==> config.mk <==
export PLATFORM = sky130hd
export DESIGN_NAME = quintic_trajectory_generator
export DESIGN_NICKNAME = d
export VERILOG_FILES = /design/src/sv/qtg_pkg.sv /design/src/sv/qtg_alu.sv /design/src/sv/qtg_core.sv /design/src/sv/quintic_trajectory_generator.sv
export SDC_FILE = /design/constraint.sdc
export NUM_CORES = 2
export LEC_CHECK = 0
export BUFFER_PORTS_ARGS = -buffer_cell sky130_fd_sc_hd__buf_4
export CAP_MARGIN = 5
export CORE_AREA = 2 2 370 463
export DETAILED_ROUTE_END_ITERATION = 16
export DIE_AREA = 0 0 372 465
export PLACE_DENSITY_LB_ADDON = 0.08
export SETUP_SLACK_MARGIN = 0.5
export SYNTH_ARGS = -nofsm -noshare
export SYNTH_HDL_FRONTEND = slang
export SYNTH_SLANG_ARGS = --single-unit
==> constraint.sdc <==
create_clock -name clk_i -period 9.2 [get_ports clk_i]
set_input_delay 0.92 -clock clk_i [delete_from_list [all_inputs] [get_ports clk_i]]
set_output_delay 0.92 -clock clk_i [all_outputs]
set_load 0.01 [all_outputs]
==> src/sv/qtg_pkg.sv <==
// Shared types, constants and helper functions for the quintic trajectory generator.
// No dependencies; qtg_alu, qtg_core, the top level and the testbench import this package.
`default_nettype none

package qtg_pkg;

  // Width of the shared add/subtract datapath and of all wide operands.
  localparam int unsigned AluWidth = 88;
  // Quotient bits produced by one division; larger quotients flag overflow.
  localparam int unsigned QuoBits = 34;
  // Width of the multiplier operand that is scanned bit by bit.
  localparam int unsigned MulYWidth = 32;

  localparam logic [5:0] SegResetValue = 6'd20;
  localparam int unsigned DefMaxSegments = 63;
  localparam int unsigned DefPosFracBits = 24;

  localparam logic [31:0] SatPos = 32'h7FFF_FFFF;
  localparam logic [31:0] SatNeg = 32'h8000_0000;

  typedef enum logic {
    ALU_MUL = 1'b0,
    ALU_DIV = 1'b1
  } alu_op_e;

  typedef struct packed {
    logic                start;
    alu_op_e             op;
    logic [AluWidth-1:0] a;
    logic [AluWidth-1:0] b;
  } alu_req_t;

  typedef struct packed {
    logic                done;
    logic                ovf;
    logic [AluWidth-1:0] res;
  } alu_rsp_t;

  typedef struct packed {
    logic        valid;
    logic [31:0] position;
    logic [31:0] velocity;
    logic [31:0] acceleration;
    logic [31:0] time_ms;
    logic [5:0]  number;
    logic        last_point;
    logic        end_of_plan;
  } point_t;

  // Apply the sign to a rounded magnitude and saturate it to 32 bits.
  function automatic logic [31:0] sat_signed(input logic neg, input logic ovf,
                                             input logic [QuoBits-1:0] q);
    logic [31:0] r;
    if (ovf) begin
      r = neg ? SatNeg : SatPos;
    end else if (neg) begin
      r = (q > QuoBits'(SatNeg)) ? SatNeg : (32'd0 - q[31:0]);
    end else begin
      r = (q > QuoBits'(SatPos)) ? SatPos : q[31:0];
    end
    return r;
  endfunction

endpackage

`default_nettype wire

==> src/sv/qtg_alu.sv <==
// Shared iterative arithmetic unit: shift-add multiplier and restoring divider
// built around one wide adder. Depends on qtg_pkg.
`default_nettype none

module qtg_alu import qtg_pkg::*; (
  input  wire      clk_i,
  input  wire      rst_ni,
  input  alu_req_t req_i,
  output alu_rsp_t rsp_o
);

  logic                 busy_q;
  logic                 div_q;
  logic                 chk_q;
  logic                 done_q;
  logic                 ovf_q;
  logic [AluWidth-1:0]  acc_q;
  logic [AluWidth-1:0]  x_q;
  logic [MulYWidth-1:0] y_q;
  logic [QuoBits-1:0]   nlo_q;
  logic [QuoBits-1:0]   quo_q;
  logic [5:0]           cnt_q;

  logic [AluWidth-1:0]  shifted;
  logic [AluWidth-1:0]  add_a;
  logic [AluWidth-1:0]  add_b;
  logic [AluWidth:0]    sum;
  logic                 ge;

  // One adder serves both operations; for division it subtracts and its carry
  // tells whether the partial remainder reaches the divisor.
  always_comb begin
    shifted = {acc_q[AluWidth-2:0], nlo_q[QuoBits-1]};
    add_a   = (div_q && !chk_q) ? shifted : acc_q;
    add_b   = div_q ? ~x_q : x_q;
    sum     = {1'b0, add_a} + {1'b0, add_b} + {{AluWidth{1'b0}}, div_q};
    ge      = sum[AluWidth];
  end

  // Operation sequencing.
  always_ff @(posedge clk_i or negedge rst_ni) begin
    if (!rst_ni) begin
      busy_q <= 1'b0;
      div_q  <= 1'b0;
      chk_q  <= 1'b0;
      done_q <= 1'b0;
      ovf_q  <= 1'b0;
      acc_q  <= '0;
      x_q    <= '0;
      y_q    <= '0;
      nlo_q  <= '0;
      quo_q  <= '0;
      cnt_q  <= '0;
    end else begin
      done_q <= 1'b0;
      if (!busy_q) begin
        if (req_i.start) begin
          busy_q <= 1'b1;
          div_q  <= (req_i.op == ALU_DIV);
          chk_q  <= 1'b1;
          ovf_q  <= 1'b0;
          quo_q  <= '0;
          cnt_q  <= '0;
          x_q    <= req_i.op == ALU_DIV ? req_i.b : req_i.a;
          if (req_i.op == ALU_DIV) begin
            acc_q <= req_i.a >> QuoBits;
            nlo_q <= req_i.a[QuoBits-1:0];
          end else begin
            acc_q <= '0;
            y_q   <= req_i.b[MulYWidth-1:0];
          end
        end
      end else if (!div_q) begin
        // Multiply: add the shifted multiplicand for each set bit of y.
        if (y_q == '0) begin
          busy_q <= 1'b0;
          done_q <= 1'b1;
        end else begin
          if (y_q[0]) begin
            acc_q <= sum[AluWidth-1:0];
          end
          x_q <= x_q << 1;
          y_q <= y_q >> 1;
        end
      end else if (chk_q) begin
        // The quotient does not fit when the top part already reaches the divisor.
        if (ge) begin
          ovf_q  <= 1'b1;
          busy_q <= 1'b0;
          done_q <= 1'b1;
        end else begin
          chk_q <= 1'b0;
        end
      end else begin
        // One quotient bit per cycle.
        acc_q <= ge ? sum[AluWidth-1:0] : shifted;
        quo_q <= {quo_q[QuoBits-2:0], ge};
        nlo_q <= nlo_q << 1;
        cnt_q <= cnt_q + 6'd1;
        if (cnt_q == 6'(QuoBits - 1)) begin
          busy_q <= 1'b0;
          done_q <= 1'b1;
        end
      end
    end
  end

  assign rsp_o.done = done_q;
  assign rsp_o.ovf  = ovf_q;
  assign rsp_o.res  = div_q ? AluWidth'(quo_q) : acc_q;

endmodule

`default_nettype wire

==> src/sv/qtg_core.sv <==
// Sequencer and operand registers that evaluate one joint's trajectory points
// on the shared unit. Depends on qtg_pkg and qtg_alu.
`default_nettype none

module qtg_core import qtg_pkg::*; #(
  parameter int unsigned MAX_SEGMENTS       = DefMaxSegments,
  parameter int unsigned POSITION_FRAC_BITS = DefPosFracBits
) (
  input  wire         clk_i,
  input  wire         rst_ni,
  input  wire  [5:0]  seg_i,
  input  wire         item_i,
  input  wire  [31:0] start_position_i,
  input  wire  [31:0] end_position_i,
  input  wire  [23:0] duration_ms_i,
  input  wire  [30:0] start_time_ms_i,
  input  wire         last_joint_i,
  input  wire         out_free_i,
  output logic        idle_o,
  output point_t      point_o
);

  localparam int unsigned Lsh = POSITION_FRAC_BITS < 16 ? 16 - POSITION_FRAC_BITS : 0;
  localparam int unsigned Rsh = POSITION_FRAC_BITS > 16 ? POSITION_FRAC_BITS - 16 : 0;
  localparam logic [5:0]  MaxSeg = 6'(MAX_SEGMENTS);

  typedef enum logic [21:0] {
    S_IDLE = 22'h000001,
    S_N3   = 22'h000002,
    S_N4   = 22'h000004,
    S_N5   = 22'h000008,
    S_VDEN = 22'h000010,
    S_TAD  = 22'h000020,
    S_ADEN = 22'h000040,
    S_K3   = 22'h000080,
    S_PQ   = 22'h000100,
    S_PA   = 22'h000200,
    S_PDIV = 22'h000400,
    S_KK2  = 22'h000800,
    S_V2   = 22'h001000,
    S_V3   = 22'h002000,
    S_VDIV = 22'h004000,
    S_A1   = 22'h008000,
    S_A2   = 22'h010000,
    S_A3   = 22'h020000,
    S_ADIV = 22'h040000,
    S_TM   = 22'h080000,
    S_TDIV = 22'h100000,
    S_EMIT = 22'h200000
  } state_e;

  state_e              state_q;
  logic                issued_q;
  logic [5:0]          n_q;
  logic [5:0]          k_q;
  logic [31:0]         start_q;
  logic [32:0]         mag_q;
  logic                neg_q;
  logic [23:0]         dur_q;
  logic [23:0]         drate_q;
  logic [30:0]         toff_q;
  logic                lastj_q;
  logic [17:0]         n3_q;
  logic [23:0]         n4_q;
  logic [29:0]         n5_q;
  logic [AluWidth-1:0] vden_q;
  logic [AluWidth-1:0] aden_q;
  logic [AluWidth-1:0] tmp_q;
  logic [31:0]         pos_q;
  logic [31:0]         vel_q;
  logic [31:0]         accel_q;
  logic [31:0]         time_q;

  logic [11:0]         n2;
  logic [11:0]         k2;
  logic [11:0]         kn;
  logic [5:0]          nk;
  logic [11:0]         kk;
  logic [17:0]         inner;
  logic signed [7:0]   n2k;
  logic                n2k_neg;
  logic [6:0]          abs_n2k;
  logic [24:0]         vpoly;
  logic [21:0]         amag;
  logic signed [32:0]  dq;
  logic [5:0]          seg_eff;
  alu_req_t            req;
  alu_rsp_t            rsp;

  // Small per-point terms from the point index and the segment count.
  always_comb begin
    n2      = 12'(n_q) * 12'(n_q);
    k2      = 12'(k_q) * 12'(k_q);
    kn      = 12'(k_q) * 12'(n_q);
    nk      = n_q - k_q;
    kk      = 12'(k_q) * 12'(nk);
    inner   = 18'(n2) * 18'd10 + 18'(k2) * 18'd6 - 18'(kn) * 18'd15;
    n2k     = $signed({2'b00, n_q}) - $signed({1'b0, k_q, 1'b0});
    n2k_neg = n2k[7];
    abs_n2k = n2k_neg ? 7'(-n2k) : n2k[6:0];
    vpoly   = 25'(tmp_q[19:0]) * 25'd30;
    amag    = 22'(tmp_q[15:0]) * 22'd60;
    dq      = $signed({end_position_i[31], end_position_i})
            - $signed({start_position_i[31], start_position_i});
    if (seg_i == 6'd0) begin
      seg_eff = 6'd1;
    end else if (seg_i > MaxSeg) begin
      seg_eff = MaxSeg;
    end else begin
      seg_eff = seg_i;
    end
  end

  // Operands for the shared unit in each step.
  always_comb begin
    req.start = !issued_q && (state_q != S_IDLE) && (state_q != S_EMIT);
    req.op    = ALU_MUL;
    req.a     = '0;
    req.b     = '0;
    case (state_q)
      S_N3: begin
        req.a = AluWidth'(n2);
        req.b = AluWidth'(n_q);
      end
      S_N4: begin
        req.a = AluWidth'(n3_q);
        req.b = AluWidth'(n_q);
      end
      S_N5: begin
        req.a = AluWidth'(n4_q);
        req.b = AluWidth'(n_q);
      end
      S_VDEN: begin
        req.a = AluWidth'(n4_q);
        req.b = AluWidth'(drate_q);
      end
      S_TAD: begin
        req.a = AluWidth'(n3_q);
        req.b = AluWidth'(drate_q);
      end
      S_ADEN: begin
        req.a = tmp_q;
        req.b = AluWidth'(drate_q);
      end
      S_K3: begin
        req.a = AluWidth'(k2);
        req.b = AluWidth'(k_q);
      end
      S_PQ: begin
        req.a = tmp_q;
        req.b = AluWidth'(inner);
      end
      S_PA: begin
        req.a = AluWidth'(mag_q);
        req.b = tmp_q;
      end
      S_PDIV: begin
        req.op = ALU_DIV;
        req.a  = (tmp_q << 1) + AluWidth'(n5_q);
        req.b  = AluWidth'(n5_q) << 1;
      end
      S_KK2: begin
        req.a = AluWidth'(kk);
        req.b = AluWidth'(kk);
      end
      S_V2: begin
        req.a = AluWidth'(mag_q);
        req.b = AluWidth'(vpoly);
      end
      S_V3: begin
        req.a = tmp_q;
        req.b = AluWidth'(1000);
      end
      S_VDIV: begin
        req.op = ALU_DIV;
        req.a  = (tmp_q << (Lsh + 1)) + vden_q;
        req.b  = vden_q << 1;
      end
      S_A1: begin
        req.a = AluWidth'(kk);
        req.b = AluWidth'(abs_n2k);
      end
      S_A2: begin
        req.a = AluWidth'(mag_q);
        req.b = AluWidth'(amag);
      end
      S_A3: begin
        req.a = tmp_q;
        req.b = AluWidth'(1000000);
      end
      S_ADIV: begin
        req.op = ALU_DIV;
        req.a  = (tmp_q << (Lsh + 1)) + aden_q;
        req.b  = aden_q << 1;
      end
      S_TM: begin
        req.a = AluWidth'(dur_q);
        req.b = AluWidth'(k_q);
      end
      S_TDIV: begin
        req.op = ALU_DIV;
        req.a  = tmp_q;
        req.b  = AluWidth'(n_q);
      end
      default: begin
        req.op = ALU_MUL;
      end
    endcase
  end

  qtg_alu u_alu (
    .clk_i  (clk_i),
    .rst_ni (rst_ni),
    .req_i  (req),
    .rsp_o  (rsp)
  );

  // Step sequencer: capture each result and move on to the next step.
  always_ff @(posedge clk_i or negedge rst_ni) begin
    if (!rst_ni) begin
      state_q  <= S_IDLE;
      issued_q <= 1'b0;
      n_q      <= 6'd1;
      k_q      <= '0;
      start_q  <= '0;
      mag_q    <= '0;
      neg_q    <= 1'b0;
      dur_q    <= '0;
      drate_q  <= '0;
      toff_q   <= '0;
      lastj_q  <= 1'b0;
      n3_q     <= '0;
      n4_q     <= '0;
      n5_q     <= '0;
      vden_q   <= '0;
      aden_q   <= '0;
      tmp_q    <= '0;
      pos_q    <= '0;
      vel_q    <= '0;
      accel_q  <= '0;
      time_q   <= '0;
    end else if (state_q == S_IDLE) begin
      if (item_i) begin
        start_q  <= start_position_i;
        neg_q    <= dq[32];
        mag_q    <= dq[32] ? 33'(-dq) : 33'(dq);
        dur_q    <= duration_ms_i;
        drate_q  <= (duration_ms_i == 24'd0) ? 24'd1 : duration_ms_i;
        toff_q   <= start_time_ms_i;
        lastj_q  <= last_joint_i;
        n_q      <= seg_eff;
        k_q      <= '0;
        issued_q <= 1'b0;
        state_q  <= S_N3;
      end
    end else if (state_q == S_EMIT) begin
      if (out_free_i) begin
        if (k_q == n_q) begin
          state_q <= S_IDLE;
        end else begin
          k_q     <= k_q + 6'd1;
          state_q <= S_K3;
        end
      end
    end else if (!issued_q) begin
      issued_q <= 1'b1;
    end else if (rsp.done) begin
      issued_q <= 1'b0;
      case (state_q)
        S_N3: begin
          n3_q    <= rsp.res[17:0];
          state_q <= S_N4;
        end
        S_N4: begin
          n4_q    <= rsp.res[23:0];
          state_q <= S_N5;
        end
        S_N5: begin
          n5_q    <= rsp.res[29:0];
          state_q <= S_VDEN;
        end
        S_VDEN: begin
          vden_q  <= rsp.res << Rsh;
          state_q <= S_TAD;
        end
        S_TAD: begin
          tmp_q   <= rsp.res;
          state_q <= S_ADEN;
        end
        S_ADEN: begin
          aden_q  <= rsp.res << Rsh;
          state_q <= S_K3;
        end
        S_K3: begin
          tmp_q   <= rsp.res;
          state_q <= S_PQ;
        end
        S_PQ: begin
          tmp_q   <= rsp.res;
          state_q <= S_PA;
        end
        S_PA: begin
          tmp_q   <= rsp.res;
          state_q <= S_PDIV;
        end
        S_PDIV: begin
          pos_q   <= neg_q ? start_q - rsp.res[31:0] : start_q + rsp.res[31:0];
          state_q <= S_KK2;
        end
        S_KK2: begin
          tmp_q   <= rsp.res;
          state_q <= S_V2;
        end
        S_V2: begin
          tmp_q   <= rsp.res;
          state_q <= S_V3;
        end
        S_V3: begin
          tmp_q   <= rsp.res;
          state_q <= S_VDIV;
        end
        S_VDIV: begin
          vel_q   <= sat_signed(neg_q, rsp.ovf, rsp.res[QuoBits-1:0]);
          state_q <= S_A1;
        end
        S_A1: begin
          tmp_q   <= rsp.res;
          state_q <= S_A2;
        end
        S_A2: begin
          tmp_q   <= rsp.res;
          state_q <= S_A3;
        end
        S_A3: begin
          tmp_q   <= rsp.res;
          state_q <= S_ADIV;
        end
        S_ADIV: begin
          accel_q <= sat_signed(neg_q ^ n2k_neg, rsp.ovf, rsp.res[QuoBits-1:0]);
          state_q <= S_TM;
        end
        S_TM: begin
          tmp_q   <= rsp.res;
          state_q <= S_TDIV;
        end
        S_TDIV: begin
          time_q  <= {1'b0, toff_q} + rsp.res[31:0];
          state_q <= S_EMIT;
        end
        default: begin
          state_q <= S_IDLE;
        end
      endcase
    end
  end

  assign idle_o = (state_q == S_IDLE);

  always_comb begin
    point_o.valid        = (state_q == S_EMIT);
    point_o.position     = pos_q;
    point_o.velocity     = vel_q;
    point_o.acceleration = accel_q;
    point_o.time_ms      = time_q;
    point_o.number       = k_q;
    point_o.last_point   = (k_q == n_q);
    point_o.end_of_plan  = (k_q == n_q) && lastj_q;
  end

endmodule

`default_nettype wire

==> src/sv/quintic_trajectory_generator.sv <==
// Each joint first runs its setup steps, then computes its points one after another
// (the multiplications plus four divisions per point on the one shared unit).
// A new joint transaction is taken only once the last point of the previous one has left the core.
// A finished point waits in the output register while the next one is computed.
// Reset (rst_ni low, asynchronous) empties the block; segment_count returns to 20.
// Top level: configuration register, input handshake and output register.
// Depends on qtg_pkg and qtg_core.
`default_nettype none

module quintic_trajectory_generator import qtg_pkg::*; #(
  parameter int unsigned MAX_SEGMENTS       = DefMaxSegments,
  parameter int unsigned POSITION_FRAC_BITS = DefPosFracBits
) (
  input  wire         clk_i,
  input  wire         rst_ni,
  input  wire         cfg_we_i,
  input  wire  [5:0]  cfg_wdata_i,
  input  wire         in_valid_i,
  output logic        in_stall_o,
  input  wire  [31:0] start_position_i,
  input  wire  [31:0] end_position_i,
  input  wire  [23:0] duration_ms_i,
  input  wire  [30:0] start_time_ms_i,
  input  wire         last_joint_i,
  output logic        out_valid_o,
  input  wire         out_stall_i,
  output logic [31:0] point_position_o,
  output logic [31:0] point_velocity_o,
  output logic [31:0] point_acceleration_o,
  output logic [31:0] point_time_ms_o,
  output logic [5:0]  point_number_o,
  output logic        last_point_o,
  output logic        end_of_plan_o
);

  logic [5:0] seg_q;
  logic       idle;
  logic       out_free;
  point_t     point;
  point_t     out_q;

  // Segment count register.
  always_ff @(posedge clk_i or negedge rst_ni) begin
    if (!rst_ni) begin
      seg_q <= SegResetValue;
    end else if (cfg_we_i) begin
      seg_q <= cfg_wdata_i;
    end
  end

  assign in_stall_o = !idle;
  assign out_free   = !out_q.valid || !out_stall_i;

  qtg_core #(
    .MAX_SEGMENTS       (MAX_SEGMENTS),
    .POSITION_FRAC_BITS (POSITION_FRAC_BITS)
  ) u_core (
    .clk_i            (clk_i),
    .rst_ni           (rst_ni),
    .seg_i            (seg_q),
    .item_i           (in_valid_i && idle),
    .start_position_i (start_position_i),
    .end_position_i   (end_position_i),
    .duration_ms_i    (duration_ms_i),
    .start_time_ms_i  (start_time_ms_i),
    .last_joint_i     (last_joint_i),
    .out_free_i       (out_free),
    .idle_o           (idle),
    .point_o          (point)
  );

  // Output register; refills in the cycle its transaction completes if the core holds a finished point.
  always_ff @(posedge clk_i or negedge rst_ni) begin
    if (!rst_ni) begin
      out_q <= '0;
    end else if (out_free) begin
      if (point.valid) begin
        out_q <= point;
      end else begin
        out_q.valid <= 1'b0;
      end
    end
  end

  assign out_valid_o          = out_q.valid;
  assign point_position_o     = out_q.position;
  assign point_velocity_o     = out_q.velocity;
  assign point_acceleration_o = out_q.acceleration;
  assign point_time_ms_o      = out_q.time_ms;
  assign point_number_o       = out_q.number;
  assign last_point_o         = out_q.last_point;
  assign end_of_plan_o        = out_q.end_of_plan;

endmodule

`default_nettype wire

==> reports/metrics.csv <==
stage,metric,value,unit
logic_synthesis,synth_area,78770,um^2
drt,drt_iter0_drc,7513,
global_routing,grt_pass1_wl,524100,um
drt,dr.pass1.iters,6,
cts,clockBufferDepth,3,
global_routing,grt_usage,41.61,%
sta,maxSlewHeadroom,6.966,%
drt,ant_nets,0,
outcome,status,"complete, no violations",
logic_synthesis,synth_xor_area_share,6.302,%
die,die_w,372,um
global_routing,grt_max_degree,176,
worst_setup_path,slowest_stage,dfstp_2,
placement,port_buffers,268,
worst_setup_path,r2r_cells,34,
drt,wl,362200,um
drt,viasPerCell,6.335,
drt,via_count,75389,
logic_synthesis,synth_compound_area_share,22.29,%
sta,min_period_over_period,89.30,%
drt,wl_per_cell,30.43,um
cts,cts-root-buf,clkbuf_16,
logic_synthesis,ys.warnings.count,0,
layout,drive_above_1_share,10.07,%
logic_synthesis,synth.net_count,10304,
drt,drc,0,
cts,insertion_delay,830,ps
placement,placed_cells,11655,
pwr,power_density,306.8,nW/um^2
pwr,ir_drop,0.7937,mV
cts,clkTransAtPathRegs,60,ps
logic_synthesis,ys_seq_elements,1059,
cts,clock-sinks,1059,
sta,fin_crit,8215,ps
sta,finalSetupTns,0,ps
sta,worst_pin_slew,1396,ps
layout,area_delta_synth_final,10.86,%
sta,skew,90.41,ps
die,row_count,169,
worst_setup_path,cpPeakStageDelay,620,ps
placement,place.gp.congestion,1.043,
logic_synthesis,synthMuxAreaShare,3.957,%
logic_synthesis,synthCells,9563,
worst_setup_path,worstPathRequired,9900,ps
logic_synthesis,synth_edf_count,0,
layout,nNetsFinal,10299,
die,start_util,46.62,%
placement,hpwl,275400,um
pwr,p_leak,0.04192,uW
logic_synthesis,synth_fa_ha_area_share,10.91,%
sta,finalHoldViolations,0,
sta,slew_violations,0,
sta,fmax,121.7,MHz
cts,cts_tree,built,
cts,numCtsBuffers,115,
die,die_h,465,um
sta,setup_viol,0,
min_path,hp-class,input port to async pin,
die,ios,269,
global_routing,grt_pass1_vias,74201,
worst_setup_path,crit_fanout,8,
die,dieArea,173000,um^2
sta,rsz0062_at_grt,yes,
layout,fillers,16315,
cts,htreeDepth,3,
logic_synthesis,synth_flop_cell,dfrtp_1,
logic_synthesis,synth_top_family_by_area,compound AO/OA/AOI/OAI gates,
worst_setup_path,crit_arrival,8920,ps
global_routing,antenna_found_initial,31,
global_routing,gr-total-overflow,0,
run,max-cap-violations,0,
layout,final_cells,11901,
logic_synthesis,syn_avg_cell_area,8.236,um^2
logic_synthesis,async_reset_ff_share,100.0,%
worst_setup_path,critPathKind,flip-flop to flip-flop,
worst_setup_path,worst_setup_path_end_kind,flip-flop,
logic_synthesis,synth-simple-area-share,18.22,%
worst_setup_path,critPathLaunchType,flip-flop,
logic_synthesis,ys_seq_area_share,33.65,%
logic_synthesis,yosys.cell_types.count,112,
die,core_area,169000,um^2
[sequential cells by signal (all words and copies together) (netlist names), 33 cells and up]
signal,cells
u_core.tmp_q,88
u_core.u_alu.acc_q,88
u_core.u_alu.x_q,88
u_core.aden_q,80
u_core.vden_q,80
u_core.mag_q,33
u_core.u_alu.quo_q,34
u_core.u_alu.nlo_q,34
[cell families (layout without fill, tap and decap cells)]
kind of cell | after synthesis | after routing
DFF | 1059 | 1059
and+or+nand+nor | 3232 | 3232
muxes | 290 | 290
adders and majority gates | 610 | 610
AOI/OAI and AO/OA | 2865 | 2865
other | 1 | 26
xor gates and xnor gates | 565 | 565
buffers and inverters | 941 | 1031
[layout make-up]
type / instances / area, um^2 / share of cell area (%)
Sequential cell: 1059 / 26520 / 30.37
Clock buffer: 155 / 3238 / 3.708
Tap cell: 2223 / 2781 / 3.185
Antenna cell: 25 / 62.56 / 0.07164
Multi-Input combinational cell: 7563 / 48890 / 55.99
Timing Repair Buffer: 472 / 3685 / 4.220
Clock inverter: 57 / 842.1 / 0.9643
Inverter: 347 / 1304 / 1.493
[stage by stage]
stage	total power [uW]	worst slack [ps]	util (%)	hold slack, ps	area (um^2)
floorplan	16610	1412	-	433.1	78770
global placement	21050	699.1	49.14	452.2	83030
detailed placement	21210	630.2	49.15	456.4	83030
CTS	26390	636.0	51.56	185.1	87110
global route	28630	459.1	51.66	209.9	87280
finish	26790	984.6	51.69	148.3	87320
[worst max-delay path: cells and delay by family, from the launching register on]
kind | cells | cell delay (ps)
adder cells (fa/ha/maj) | 9 | 3510
AO/OA/AOI/OAI | 14 | 2460
flip-flops | 1 | 620
XOR/XNOR | 3 | 540
AND/OR/NAND/NOR | 3 | 430
multiplexers | 1 | 290
buffers and inverters | 4 | 280
[per-layer routing]
metal	vias up	global-route usage (%)	routed length [um]
li1	33658	-	-
met1	36793	45.23	127100
met2	3584	66.66	168300
met3	1330	10.30	26720
met4	24	37.93	39840
met5	-	0	181
[cells in the mapped netlist, drive strengths merged (14+ instances only)]
cell    count  share of area [%]
a211o      16               0.18
a211oi     49               0.49
a21boi     19               0.18
a21o      245                2.3
a21oi     700                4.5
a221o      14               0.18
a221oi     60               0.67
a222oi     54               0.69
a22o       18               0.20
a22oi     149                1.4
a31oi     121               0.97
and2       47               0.37
and3      105               0.83
and4       21               0.23
buf       111               0.71
clkbuf    483                2.3
dfrtp    1055                 34
fa        128                3.3
ha        482                7.7
inv       345                1.6
mux2      162                2.3
mux2i     128                1.6
nand2    1894                9.0
nand2b    118               0.94
nand3     135               0.87
nand4     120               0.95
nor2      470                2.2
nor2b      53               0.42
nor3      108               0.74
nor3b      18               0.20
nor4       46               0.44
o211ai     36               0.34
o21a       66               0.63
o21ai    1047                6.7
o21bai     80               0.76
o221ai     23               0.26
o31ai      45               0.44
or2        24               0.19
or3        25               0.20
xnor2     298                3.3
xor2      267                3.0
[final timing paths]
kind / slack, ps / startpoint / to
setup / recovery: 980 / u_core.n_q[0]$_DFFE_PN1P_ / u_core.u_alu.y_q[14]$_DFFE_PN0P_
hold / removal: 150 / rst_ni / u_core.u_alu.x_q[60]$_DFFE_PN0P_
setup reg to reg: 980 / u_core.n_q[0]$_DFFE_PN1P_ / u_core.u_alu.y_q[14]$_DFFE_PN0P_
hold reg to reg: 470 / u_core.mag_q[16]$_DFFE_PN0P_ / u_core.mag_q[16]$_DFFE_PN0P_
max in group asynchronous: 6820 / rst_ni / u_core.toff_q[0]$_DFFE_PN0P_
min in group clk_i: 300 / start_time_ms_i[4] / u_core.toff_q[4]$_DFFE_PN0P_
[power breakdown]
part | switching, uW | internal, uW | leakage, uW | total (uW)
combinational | 9580 | 6040 | 0.0256 | 15600
sequential | 874 | 5190 | 0.0144 | 6060
clock | 2210 | 2910 | 0.00197 | 5110
[what timing repair did]
| item | CTS | global route |
|---|---|---|
| setup buffers | 0 | 6 |
| hold buffers | 0 | 0 |
| resized for setup | 0 | 9 |
| setup endpoints to repair | 0 | 7 |
[cell usage in the layout, fill, tap and decap left out, types with 120 or more instances in the layout]
cell type	instances
a22oi_1	148
buf_4	458
mux2i_1	122
o21ai_0	981
nand4_1	120
dfrtp_1	1050
nand2_1	1885
a21o_1	245
inv_1	340
nor2_1	460
xor2_1	264
ha_1	482
fa_1	128
a21oi_1	696
mux2_2	160
xnor2_1	294
nand3_1	132
Power figures use the tool's default switching activity.
